$ cat src/rtl/aesbe_pkg.sv
// ----------------------------------------------------------------------------
// aesbe_pkg: shared types and constants for the AES-128 block encryptor
// Payload structs, command codes, cell controls and the GF(2^8) multiply.
// ----------------------------------------------------------------------------
package aesbe_pkg;

    localparam logic [1:0] CMD_KEY  = 2'd0;
    localparam logic [1:0] CMD_SBOX = 2'd1;
    localparam logic [1:0] CMD_ENC  = 2'd2;

    localparam logic [7:0] GF_POLY = 8'h1b;

    typedef struct packed {
        logic [1:0]  cmd;
        logic [7:0]  entry_index;
        logic [31:0] load_word;
        logic [63:0] block_hi;
        logic [63:0] block_lo;
    } in_item_t;

    typedef struct packed {
        logic [63:0] cipher_hi;
        logic [63:0] cipher_lo;
    } out_item_t;

    // per-cycle controls shared by every byte cell
    typedef struct packed {
        logic load;
        logic step_byte;
        logic step_col;
        logic permute;
    } cell_ctl_t;

    function automatic logic [7:0] gf_mul(input logic [7:0] a, input logic [7:0] b);
        logic [7:0] acc;
        logic [7:0] x;
        acc = 8'h00;
        x   = a;
        for (int n = 0; n < 8; n++)
        begin
            if (b[n])
            begin
                acc = acc ^ x;
            end
            x = x[7] ? ((x << 1) ^ GF_POLY) : (x << 1);
        end
        return acc;
    endfunction

endpackage

$ cat src/rtl/aesbe_cell.sv
// ----------------------------------------------------------------------------
// aesbe_cell: one state byte of the cell chain
// Holds a byte; loads plaintext, takes its byte or column shift input, or takes a permuted byte.
// ----------------------------------------------------------------------------
module aesbe_cell
(
    input  logic                  clk,
    input  logic                  rst_n,
    input  aesbe_pkg::cell_ctl_t  ctl,
    input  logic [7:0]            load_d,
    input  logic [7:0]            byte_d,
    input  logic [7:0]            col_d,
    input  logic [7:0]            perm_d,
    output logic [7:0]            q
);

    logic [7:0] byte_reg;
    logic [7:0] byte_next;

    always_comb
    begin
        byte_next = byte_reg;
        if (ctl.load)
        begin
            byte_next = load_d;
        end
        else if (ctl.step_byte)
        begin
            byte_next = byte_d;
        end
        else if (ctl.step_col)
        begin
            byte_next = col_d;
        end
        else if (ctl.permute)
        begin
            byte_next = perm_d;
        end
    end

    always_ff @(posedge clk or negedge rst_n)
    begin
        if (!rst_n)
        begin
            byte_reg <= 8'h00;
        end
        else
        begin
            byte_reg <= byte_next;
        end
    end

    assign q = byte_reg;

endmodule

$ cat src/rtl/aesbe_mixcol.sv
// ----------------------------------------------------------------------------
// aesbe_mixcol: column mix and round key add
// Mixes one column with the coefficient word (or passes it) and adds a key word.
// ----------------------------------------------------------------------------
module aesbe_mixcol
(
    input  logic [3:0][7:0] col_in,
    input  logic [31:0]     coef,
    input  logic            mix_en,
    input  logic [31:0]     key_word,
    output logic [3:0][7:0] col_out
);

    logic [3:0][7:0] coef_b;
    logic [3:0][7:0] mixed;

    always_comb
    begin
        for (int k = 0; k < 4; k++)
        begin
            coef_b[k] = coef[31 - 8 * k -: 8];
        end
        for (int j = 0; j < 4; j++)
        begin
            mixed[j] = 8'h00;
            for (int k = 0; k < 4; k++)
            begin
                mixed[j] = mixed[j] ^ aesbe_pkg::gf_mul(col_in[k], coef_b[(k + 7 - j) % 4]);
            end
        end
        for (int j = 0; j < 4; j++)
        begin
            col_out[j] = (mix_en ? mixed[j] : col_in[j]) ^ key_word[31 - 8 * j -: 8];
        end
    end

endmodule

$ cat src/rtl/aesbe_mem.sv
// ----------------------------------------------------------------------------
// aesbe_mem: single-write, single-read memory with registered read data
// Serves as the S-box table and as the round key store.
// ----------------------------------------------------------------------------
module aesbe_mem
#(
    parameter int DEPTH = 256,
    parameter int WIDTH = 8,
    parameter int AW    = 8
)
(
    input  logic             clk,
    input  logic             wr_en,
    input  logic [AW-1:0]    wr_addr,
    input  logic [WIDTH-1:0] wr_data,
    input  logic             rd_en,
    input  logic [AW-1:0]    rd_addr,
    output logic [WIDTH-1:0] rd_data
);

    logic [WIDTH-1:0] mem [DEPTH];
    logic [WIDTH-1:0] rd_data_reg;

    always_ff @(posedge clk)
    begin
        if (wr_en)
        begin
            mem[wr_addr] <= wr_data;
        end
        if (rd_en)
        begin
            rd_data_reg <= mem[rd_addr];
        end
    end

    assign rd_data = rd_data_reg;

endmodule

$ cat src/rtl/aes128_block_encrypt.sv
// ----------------------------------------------------------------------------
// aes128_block_encrypt: iterative AES-128 encryptor on a chain of byte cells
// Loadable S-box and round keys, configurable MixColumns coefficients.
// ----------------------------------------------------------------------------
// The state lives in sixteen byte cells in column-major order. Load items
// (round key word, S-box entry) give no transfer on the output. An encrypt
// item runs an initial key pass, then a SubBytes pass and a key pass for
// each round, and a finishing step that moves the state into the output
// register once that register is free. Each SubBytes pass rotates all
// sixteen bytes through the single read port of the S-box memory plus its
// read register, and each key pass rotates the four columns through the
// mix unit and the key store read port; its first step applies ShiftRows in
// every pass but the initial one. One item is worked at a time; a new item
// is accepted once the previous result has moved into the output register.
// Round keys and S-box entries must be written before an encrypt uses them.
// ----------------------------------------------------------------------------
module aes128_block_encrypt
#(
    parameter int ROUNDS = 10
)
(
    input  logic                  clk,
    input  logic                  rst_n,
    input  logic                  in_valid,
    output logic                  in_stall,
    input  aesbe_pkg::in_item_t   in_data,
    output logic                  out_valid,
    input  logic                  out_stall,
    output aesbe_pkg::out_item_t  out_data,
    input  logic                  cfg_wr_en,
    input  logic [31:0]           cfg_wr_data
);

    localparam int KEY_DEPTH = 4 * (ROUNDS + 1);
    localparam int KEY_AW    = $clog2(KEY_DEPTH);
    localparam int RW        = $clog2(ROUNDS + 1);

    localparam logic [1:0] ST_IDLE = 2'd0;
    localparam logic [1:0] ST_KEY  = 2'd1;
    localparam logic [1:0] ST_SUB  = 2'd2;
    localparam logic [1:0] ST_DONE = 2'd3;

    localparam logic [4:0] KEY_LAST = 5'd4;
    localparam logic [4:0] SUB_LAST = 5'd16;

    logic [1:0]    state_reg;
    logic [1:0]    state_next;
    logic [4:0]    step_reg;
    logic [4:0]    step_next;
    logic [RW-1:0] round_reg;
    logic [RW-1:0] round_next;
    logic [31:0]   coef_reg;
    logic          out_valid_reg;
    logic          out_valid_next;
    aesbe_pkg::out_item_t out_data_reg;

    logic                   in_xfer;
    logic                   load_block;
    logic                   out_load;
    aesbe_pkg::cell_ctl_t   ctl;
    logic [7:0]             cell_q [16];
    logic [7:0]             sbox_rdata;
    logic [31:0]            key_rdata;
    logic [KEY_AW-1:0]      key_raddr;
    logic                   key_rd_en;
    logic                   key_wr_en;
    logic                   sbox_wr_en;
    logic                   mix_en;
    logic [3:0][7:0]        col_head;
    logic [3:0][7:0]        col_new;

    assign in_stall = (state_reg != ST_IDLE);
    assign in_xfer  = in_valid && !in_stall;

    assign key_wr_en  = in_xfer && (in_data.cmd == aesbe_pkg::CMD_KEY)
                        && (in_data.entry_index < 8'(KEY_DEPTH));
    assign sbox_wr_en = in_xfer && (in_data.cmd == aesbe_pkg::CMD_SBOX);
    assign load_block = in_xfer && (in_data.cmd == aesbe_pkg::CMD_ENC);

    // key word for column k of the current round; fetched in the step before its use
    assign key_raddr = KEY_AW'({round_reg, 2'b00}) + KEY_AW'(step_reg[1:0]);
    assign key_rd_en = (state_reg == ST_KEY) && (step_reg < KEY_LAST);

    // no MixColumns on the initial key add and on the last round
    assign mix_en = (round_reg != '0) && (round_reg != RW'(ROUNDS));

    always_comb
    begin
        ctl.load      = load_block;
        ctl.step_byte = (state_reg == ST_SUB);
        ctl.step_col  = (state_reg == ST_KEY) && (step_reg != 5'd0);
        ctl.permute   = (state_reg == ST_KEY) && (step_reg == 5'd0) && (round_reg != '0);
    end

    always_comb
    begin
        for (int j = 0; j < 4; j++)
        begin
            col_head[j] = cell_q[j];
        end
    end

    aesbe_mixcol u_mixcol
    (
        .col_in   (col_head),
        .coef     (coef_reg),
        .mix_en   (mix_en),
        .key_word (key_rdata),
        .col_out  (col_new)
    );

    aesbe_mem
    #(
        .DEPTH (256),
        .WIDTH (8),
        .AW    (8)
    )
    u_sbox
    (
        .clk     (clk),
        .wr_en   (sbox_wr_en),
        .wr_addr (in_data.entry_index),
        .wr_data (in_data.load_word[7:0]),
        .rd_en   (state_reg == ST_SUB),
        .rd_addr (cell_q[0]),
        .rd_data (sbox_rdata)
    );

    aesbe_mem
    #(
        .DEPTH (KEY_DEPTH),
        .WIDTH (32),
        .AW    (KEY_AW)
    )
    u_keys
    (
        .clk     (clk),
        .wr_en   (key_wr_en),
        .wr_addr (in_data.entry_index[KEY_AW-1:0]),
        .wr_data (in_data.load_word),
        .rd_en   (key_rd_en),
        .rd_addr (key_raddr),
        .rd_data (key_rdata)
    );

    // byte chain: shift toward cell 0; the tail takes the S-box read data,
    // so one full turn of the 17-register loop carries every byte once through the S-box and home again
    for (genvar i = 0; i < 16; i++)
    begin : g_cell
        localparam int R = i % 4;
        localparam int C = i / 4;
        localparam int P = R + 4 * ((C + R) % 4);
        logic [7:0] load_d;
        logic [7:0] byte_d;
        logic [7:0] col_d;

        if (i < 8)
        begin : g_hi
            assign load_d = in_data.block_hi[63 - 8 * i -: 8];
        end
        else
        begin : g_lo
            assign load_d = in_data.block_lo[63 - 8 * (i - 8) -: 8];
        end

        if (i < 15)
        begin : g_bnb
            assign byte_d = cell_q[i + 1];
        end
        else
        begin : g_btail
            assign byte_d = sbox_rdata;
        end

        if (i < 12)
        begin : g_cnb
            assign col_d = cell_q[i + 4];
        end
        else
        begin : g_ctail
            assign col_d = col_new[i - 12];
        end

        aesbe_cell u_cell
        (
            .clk    (clk),
            .rst_n  (rst_n),
            .ctl    (ctl),
            .load_d (load_d),
            .byte_d (byte_d),
            .col_d  (col_d),
            .perm_d (cell_q[P]),
            .q      (cell_q[i])
        );
    end

    // sequencer: initial key pass, then SubBytes and key pass per round, then the output load
    always_comb
    begin
        state_next = state_reg;
        step_next  = step_reg;
        round_next = round_reg;
        out_load   = 1'b0;
        case (state_reg)
            ST_IDLE:
            begin
                if (load_block)
                begin
                    state_next = ST_KEY;
                    step_next  = 5'd0;
                    round_next = '0;
                end
            end
            ST_KEY:
            begin
                if (step_reg == KEY_LAST)
                begin
                    step_next = 5'd0;
                    if (round_reg == RW'(ROUNDS))
                    begin
                        state_next = ST_DONE;
                    end
                    else
                    begin
                        round_next = round_reg + RW'(1);
                        state_next = ST_SUB;
                    end
                end
                else
                begin
                    step_next = step_reg + 5'd1;
                end
            end
            ST_SUB:
            begin
                if (step_reg == SUB_LAST)
                begin
                    step_next  = 5'd0;
                    state_next = ST_KEY;
                end
                else
                begin
                    step_next = step_reg + 5'd1;
                end
            end
            ST_DONE:
            begin
                // hold until the output register is free
                if (!out_valid_reg || !out_stall)
                begin
                    out_load   = 1'b1;
                    state_next = ST_IDLE;
                end
            end
            default:
            begin
                state_next = ST_IDLE;
            end
        endcase
    end

    always_comb
    begin
        out_valid_next = out_valid_reg;
        if (out_valid_reg && !out_stall)
        begin
            out_valid_next = 1'b0;
        end
        if (out_load)
        begin
            out_valid_next = 1'b1;
        end
    end

    always_ff @(posedge clk or negedge rst_n)
    begin
        if (!rst_n)
        begin
            state_reg     <= ST_IDLE;
            step_reg      <= 5'd0;
            round_reg     <= '0;
            out_valid_reg <= 1'b0;
            coef_reg      <= 32'h03010102;
        end
        else
        begin
            state_reg     <= state_next;
            step_reg      <= step_next;
            round_reg     <= round_next;
            out_valid_reg <= out_valid_next;
            if (cfg_wr_en)
            begin
                coef_reg <= cfg_wr_data;
            end
        end
    end

    always_ff @(posedge clk)
    begin
        if (out_load)
        begin
            out_data_reg.cipher_hi <= {cell_q[0], cell_q[1], cell_q[2], cell_q[3],
                                       cell_q[4], cell_q[5], cell_q[6], cell_q[7]};
            out_data_reg.cipher_lo <= {cell_q[8], cell_q[9], cell_q[10], cell_q[11],
                                       cell_q[12], cell_q[13], cell_q[14], cell_q[15]};
        end
    end

    assign out_valid = out_valid_reg;
    assign out_data  = out_data_reg;

`ifndef NO_ASSERTIONS
    a_out_from_done: assert property (@(posedge clk) disable iff (!rst_n)
        $rose(out_valid) |-> $past(state_reg == ST_DONE))
        else $error("result shown without a finished encryption");

    a_enc_starts: assert property (@(posedge clk) disable iff (!rst_n)
        load_block |=> (state_reg == ST_KEY) && (step_reg == 5'd0) && (round_reg == '0))
        else $error("encrypt transfer did not start the initial key pass");

    a_sub_step: assert property (@(posedge clk) disable iff (!rst_n)
        (state_reg == ST_SUB) |-> (step_reg <= SUB_LAST) && (round_reg != '0))
        else $error("SubBytes pass out of range");

    a_key_step: assert property (@(posedge clk) disable iff (!rst_n)
        (state_reg == ST_KEY) |-> (step_reg <= KEY_LAST) && (round_reg <= RW'(ROUNDS)))
        else $error("key pass out of range");

    a_done_from_last: assert property (@(posedge clk) disable iff (!rst_n)
        $rose(state_reg == ST_DONE) |-> $past(round_reg) == RW'(ROUNDS))
        else $error("finished before the last round");
`endif

endmodule

$ cat config.mk
export PLATFORM = sky130hd
export DESIGN_NAME = aes128_block_encrypt
export DESIGN_NICKNAME = d
export VERILOG_FILES = /design/src/rtl/aesbe_pkg.sv /design/src/rtl/aesbe_cell.sv /design/src/rtl/aesbe_mixcol.sv /design/src/rtl/aesbe_mem.sv /design/src/rtl/aes128_block_encrypt.sv
export SDC_FILE = /design/constraint.sdc
export NUM_CORES = 2
export LEC_CHECK = 0
export BUFFER_PORTS_ARGS = -buffer_cell sky130_fd_sc_hd__buf_2
export CAP_MARGIN = 20
export CELL_PAD_IN_SITES_DETAIL_PLACEMENT = 1
export CELL_PAD_IN_SITES_GLOBAL_PLACEMENT = 2
export CORE_MARGIN = 1
export CORE_UTILIZATION = 47
export CTS_CLUSTER_SIZE = 30
export DETAILED_ROUTE_END_ITERATION = 8
export PLACE_DENSITY = 0.9
export RECOVER_POWER = 25
export SLEW_MARGIN = 5
export SYNTH_ARGS = -nofsm -noshare
export SYNTH_HDL_FRONTEND = slang
export SYNTH_HIERARCHICAL = 1
export SYNTH_SLANG_ARGS = --single-unit
$ cat constraint.sdc
create_clock -name clk -period 11.6 [get_ports clk]
set_input_delay 1.74 -clock clk [delete_from_list [all_inputs] [get_ports clk]]
set_output_delay 1.74 -clock clk [all_outputs]
set_load 0.01 [all_outputs]
# [After elaboration in Yosys (flattened, before gate mapping)]
# Memories as Yosys holds them, arrays and structs flattened. A register that Yosys moved wholly into a read port is not among the register bits.
# Cells that the tools add are included.
[word_totals] reg_bits=300 latchBits=0 ramBits=3456 mem_bits_ro=0 out_inout_bits=130 mem_count=2
[classes] addsub=3 n_mul=0 div_mod_pow=0 order_cmp=2 n_eq_ne=14 shift=0 n_mux=242 n_bitwise=156 reduce_logical=29
[memory_table] name="u_sbox.mem" depth=256 word_bits=8 read_ports=1 rd_clocked_by_memory_dff=1 wr=1 line_no="aesbe_mem.sv:21" text="logic [WIDTH-1:0] mem [DEPTH];"
[memory_table] name="u_keys.mem" depth=44 word_bits=32 read_ports=1 rd_clocked_by_memory_dff=1 wr=1 line_no="aesbe_mem.sv:21"
[op_table] op="8-bit 2-to-1 mux" count=192
[op_table] op="8-bit bitwise XOR" count=128
[op_table] op="5-bit 2-to-1 mux" count=31
[op_table] op="4-bit inverter" count=28
[op_table] op="5-bit case mux with 3 select lines" count=1
[op_table] op="4-bit 2-to-1 mux" count=3
[op_table] op="1-bit logical AND" count=11
[op_table] op="1-bit 2-to-1 mux" count=9
[op_table] op="8-bit by 6-bit < comparator with 1-bit output (second input constant)" count=1
[op_table] op="2-bit 2-to-1 mux" count=4
[op_table] op="2-bit != test (second input constant)" count=4
[op_table] op="2-bit case mux with 4 select lines" count=1
[op_table] op="4-bit case mux with 2 select lines" count=1
[op_table] op="4-bit AND reduction" count=2
[op_table] op="4-bit nonzero test" count=2
[op_table] op="6-bit by 2-bit adder with 6-bit output" count=1
[op_table] op="2-bit == test (second input constant)" count=3
[op_table] op="2-bit nonzero test" count=3
[op_table] op="3-bit nonzero test" count=2
[op_table] op="5-bit by 1-bit adder with 5-bit output (second input constant)" count=1
[op_table] op="5-bit by 3-bit == test with 1-bit output (second input constant)" count=1
[op_table] op="5-bit == test (second input constant)" count=1
[op_table] op="5-bit zero test" count=1
[op_table] op="5-bit by 3-bit < comparator with 1-bit output (second input constant)" count=1
[op_table] op="other kinds (10)" count=14

# [Longest topological paths before layout]
[logic_depth] word_depth=24 depth_mapped=16

# [Cells and area by module]
# Netlist, hierarchy kept.
[by_module_without_submodules] module="aesbe_mem (u_sbox)" instances=1 cells_per_inst=3733 area_per_inst_um2=79636.4 seq_area_each_um2=61739.2
[by_module_without_submodules] module="aesbe_mem (u_keys)" instances=1 cells_per_inst=2496 area_per_inst_um2=54873.9 seq_area_each_um2=43241.5
[by_module_without_submodules] module="aesbe_mixcol" instances=1 cells_per_inst=2488 area_per_inst_um2=16408.2 seq_area_each_um2=0.0
[by_module_without_submodules] module="aesbe_cell" instances=16 cells_per_inst=57 area_per_inst_um2=541.8 seq_area_each_um2=200.2
[by_module_without_submodules] module="aes128_block_encrypt" instances=1 cells_per_inst=297 area_per_inst_um2=5929.4 seq_area_each_um2=4951.0

# [Worst setup path before layout]
# OpenSTA, ideal clock, no wires.
[synth_timing] kind="input port to flip-flop" start="in out_stall" end="reg out_data_reg (netlist bit out_data[0]) (enable)" setup_time_ns=0.811 arrival_ns=10.954 path_slack_ns=-0.165 stages=1 n_path_buf=0 cell_sequence="a21boi_0"
[synth_via] elab_chain_len=4
[synth_rtl] item="start, declared" line_no="aes128_block_encrypt.sv:28" text="input logic out_stall,"
[synth_rtl] item="1-bit zero test" line_no="aes128_block_encrypt.sv:249" text="if (!out_valid_reg || !out_stall)"
[synth_rtl] item="1-bit logical OR" line_no="aes128_block_encrypt.sv:249"
[synth_rtl] item="1-bit 2-to-1 mux" line_no="aes128_block_encrypt.sv:249"
[synth_rtl] item="1-bit 2-to-1 mux" line_no="aes128_block_encrypt.sv:204" text="case (state_reg)"
[synth_rtl] item="end, declared" line_no="aes128_block_encrypt.sv:55" text="aesbe_pkg::out_item_t out_data_reg;"
# Every way passes these cells.
# A chain may end at the register's enable or synchronous reset.

# [Worst setup path after layout]
[layout_timing] start="in in_data[135] in the netlist's numbering" end="mem u_sbox.mem[120][7] (netlist: u_sbox/mem[30][7]) (data pin)"
[layout_lines] item="start, declared" line_no="aes128_block_encrypt.sv:26" text="input aesbe_pkg::in_item_t in_data,"
[layout_lines] item="end, declared" line_no="aesbe_mem.sv:21"
# Straight into the memory's write port.

==> flow_summary.toml <==
[sta]
clock_skew_ns = 0.0692
hold_viol = 0
fin_tns_setup_ns = 0
finalSetupViolations = 0
rsz0062_at_grt = "no"
fin_crit_ns = 7.74
fin_crit_sh_pct = 66.7
fmax_mhz = 129
slew_violations = 2330
worst_pin_slew_ns = 7.45
slew_headroom_pct = -396

[worst_setup_path]
rrSetupSlack_ns = 4.40
critPathLaunch = "in_data[135]"
critical_path.top_delay_family = "buffers and inverters"
cp.arrival_ns = 8.30
critPathMaxStageDelay_ns = 4.93
cpMaxStageDelayCell = "clkbuf_1"
startpoint_type = "input port"
path_cells = "clkbuf_1, buf_4"
worstReg2RegStart = "g_cell[1].u_cell/q[6]"
crit_path_end_kind = "flip-flop"
cp.depth = 2
cp.required_ns = 12.16
worstSetupPathType = "in2reg"
rr_endpoint = "g_cell[12].u_cell/q[3]"
crit_fanout = 149
endpoint = "u_sbox/mem[30][7]"
worst-r2r-cell-count = 13
critical_path_buf_inv_count = 2

[layout]
nNetsFinal = 10400
fillerInstances = 32300
area_growth_pct = 11.2
regMostFlops = "u_sbox/mem"
area.sequential_um2 = 113000
reg_top3 = "u_sbox/mem x2048, u_keys/mem x1408"
multiInputGateArea_um2 = 49100
drive_gt1_share_pct = 20.0
largest_reg_flops = 2048

[cts]
cts_buffers = 374
cts_sinks = 3796
cts_resized = 0
clock_latency_ns = 0.97
cts.clk_slew.worst_paths_ns = 0.06
cts_hold_buf = 0
cts_buffer_depth = 4
postCtsSetupBuffers = 0
cts-root-buf = "clkbuf_16"
htreeDepth = 5
cts_tree = "yes"

[yosys]
netlist_area_um2 = 166000
yosys.area.top_type = "edfxtp_1"
yosys-top-cells-area = "edfxtp_1, mux4_2, xnor2_1"
synth_cells = 9926
yosysSeqAreaShare_pct = 68.4
syn-num-nets = 10100
ys_ff_latch = 3796
synth_edf_count = 3624
syn_avg_cell_area_um2 = 16.7
yosysUniqueCellTypes = 87
synth_ff_type = "edfxtp_1"
async_reset_ff_share_pct = 4.53
netlist.area_leader.share_pct = 65.7
yosys_warnings = 6

[floorplanning]
dieWidth_um = 595
die_area_um2 = 355000
rows = 217
num_io_pins = 337
coreArea_um2 = 350000
start_util_pct = 47.3
fp.dieH_um = 595

[routing]
first_iter_violations = 13100
vias_per_cell = 6.59
finalWirelength_um = 547000
drt_first_pass_iters = 7
remaining_drc_errors = 0
wl_per_cell_um = 36.2
dr_total_vias = 99600
ant_nets = 0

[min_path]
hold_class = "reg2reg"

[power]
power_frac_clock_pct = 19.2
leakage_nw = 59.8
ir_drop_mv = 0.532
power.internal_mw = 37.2
p_switching_mw = 26.4
switching_share_pct = 41.5
p_total_mw = 63.6
seqPwrFrac_pct = 25.8
pwr-share-comb_pct = 54.9
powerDensity_nw_per_um2 = 346

[placed_design]
detailed_place_hpwl_um = 328000
gp_congestion = 0.924
io_buffer_count = 336

[global_route]
grt_start_max_net_pins = 213
grt_pass1_wl_um = 764000
grt_use_met1_pct = 39.1
antenna_found_initial = 55
use_met3_pct = 6.55
overflow = 0
grt.met2_usage_pct = 47.9
first_global_vias = 101000
grt_busiest_layer = "met2"
track_usage_pct = 30.0

[outcome]
failed_checks = "max-capacitance violations, max-slew violations"
status = "finished, violations left"

[job]
max_cap_viol_count = 53
-- cell usage after synthesis, types with 22 or more instances --
library cell and count:
mux2_1 39, nor2_1 394, o211ai_1 36, o21ai_0 56
edfxtp_1 3624, nor2_2 128, a211oi_1 22, buf_2 113
clkbuf_1 317, nand2_1 1082, a221oi_1 45, inv_1 38
xnor2_1 667, xor3_1 22, o311ai_0 81, buf_4 49
mux4_2 742, nand3_1 61, buf_1 97, nor3_1 38
a21oi_1 352, o22ai_1 70, o21ai_1 28, or2b_1 129
nor2b_1 63, nor4_1 28, a22oi_1 318, xor2_1 282
mux2i_1 284, buf_6 61, dfrtp_1 167, mux2_2 59
o311ai_1 48, xnor3_1 53, o221ai_1 54
-- logic make-up (layout without fill, tap and decap cells) --
| logic type | count (synthesis) | count (layout) | synth area share, % |
|---|---|---|---|
| muxes | 1126 | 1126 | 12.5 |
| AOI/OAI and AO/OA | 1198 | 1198 | 4.94 |
| other | 0 | 22 | 0 |
| xor gates and xnor gates | 1038 | 1038 | 6.23 |
| buffers and inverters | 714 | 1282 | 2.31 |
| adders and majority gates | 9 | 9 | 0.0680 |
| and+or+nand+nor | 2045 | 2045 | 5.59 |
| DFF | 3796 | 3796 | 68.4 |
-- layout make-up --
type | count | share of cell area, %
antenna | 22 | 0.0299
clock buffer | 446 | 5.32
clock inverter | 234 | 1.26
inverter | 39 | 0.0796
multi-input combinational | 5416 | 26.7
sequential | 3796 | 61.5
tap | 4599 | 3.13
timing repair buffer | 563 | 1.99
-- worst min path at each step --
stage          cells after the start             startpoint       endpoint  slack [ns]
2_1_floorplan                      1           coef_reg[10]   coef_reg[10]        0.48
3_3_place_gp                       0  g_cell[3].u_cell/q[7]  out_data[103]        0.43
3_5_place_dp                       0  g_cell[3].u_cell/q[7]  out_data[103]        0.44
4_1_cts                            0  g_cell[3].u_cell/q[7]  out_data[103]        0.45
5_1_grt                            0  g_cell[3].u_cell/q[7]  out_data[103]        0.46
6_report                           0  g_cell[3].u_cell/q[7]  out_data[103]        0.46
-- cells in the final DEF, fill, tap and decap left out, types with 284 or more instances in the layout --
cell type,count
a22oi_1,318
mux4_2,742
edfxtp_1,3624
clkbuf_16,380
nand2_1,1080
mux2i_1,284
a21oi_1,352
buf_2,307
xnor2_1,667
nor2_1,348
-- power by group through the flow --
stage                     combinational (mW)  clock, mW  sequential, mW
after global routing                    36.2       12.7            16.4
after CTS                               34.2       12.3            16.4
after global placement                  33.2          0            16.7
final                                   34.9       12.2            16.4
after detailed placement                33.8          0            16.7
after floorplan                         23.6          0            16.1
-- metal layers --
metal / share of wire [%] / vias up / wire (um)
met5: 0.048 / - / 261
met4: 5.9 / 42 / 32200
met3: 11 / 1554 / 59500
met2: 47 / 7104 / 257000
met1: 36 / 51900 / 197000
li1: - / 39000 / -
-- worst reg2reg max path: cells and delay by family, from the launching register on --
family,cells,cell delay (ns)
flops,1,0.34
simple gates,2,0.39
mux,1,0.15
compound gates,2,0.34
buf+inv,2,3.13
xor+xnor,6,2.78
-- stage by stage --
stage | setup slack [ns] | util [%] | hold WS, ns | cells | instance area, um2
after floorplan | 3.46 | - | 0.475 | 9926 | 166000
after CTS | 6.23 | 52.5 | 0.451 | 15100 | 184000
after global placement | 5.77 | 49.0 | 0.434 | 14400 | 171000
after global routing | 3.38 | 52.6 | 0.459 | 15100 | 184000
after detailed placement | 5.67 | 49.1 | 0.436 | 14400 | 172000
final | 3.86 | 52.6 | 0.457 | 15100 | 184000
(Power assumes the default switching activity.)
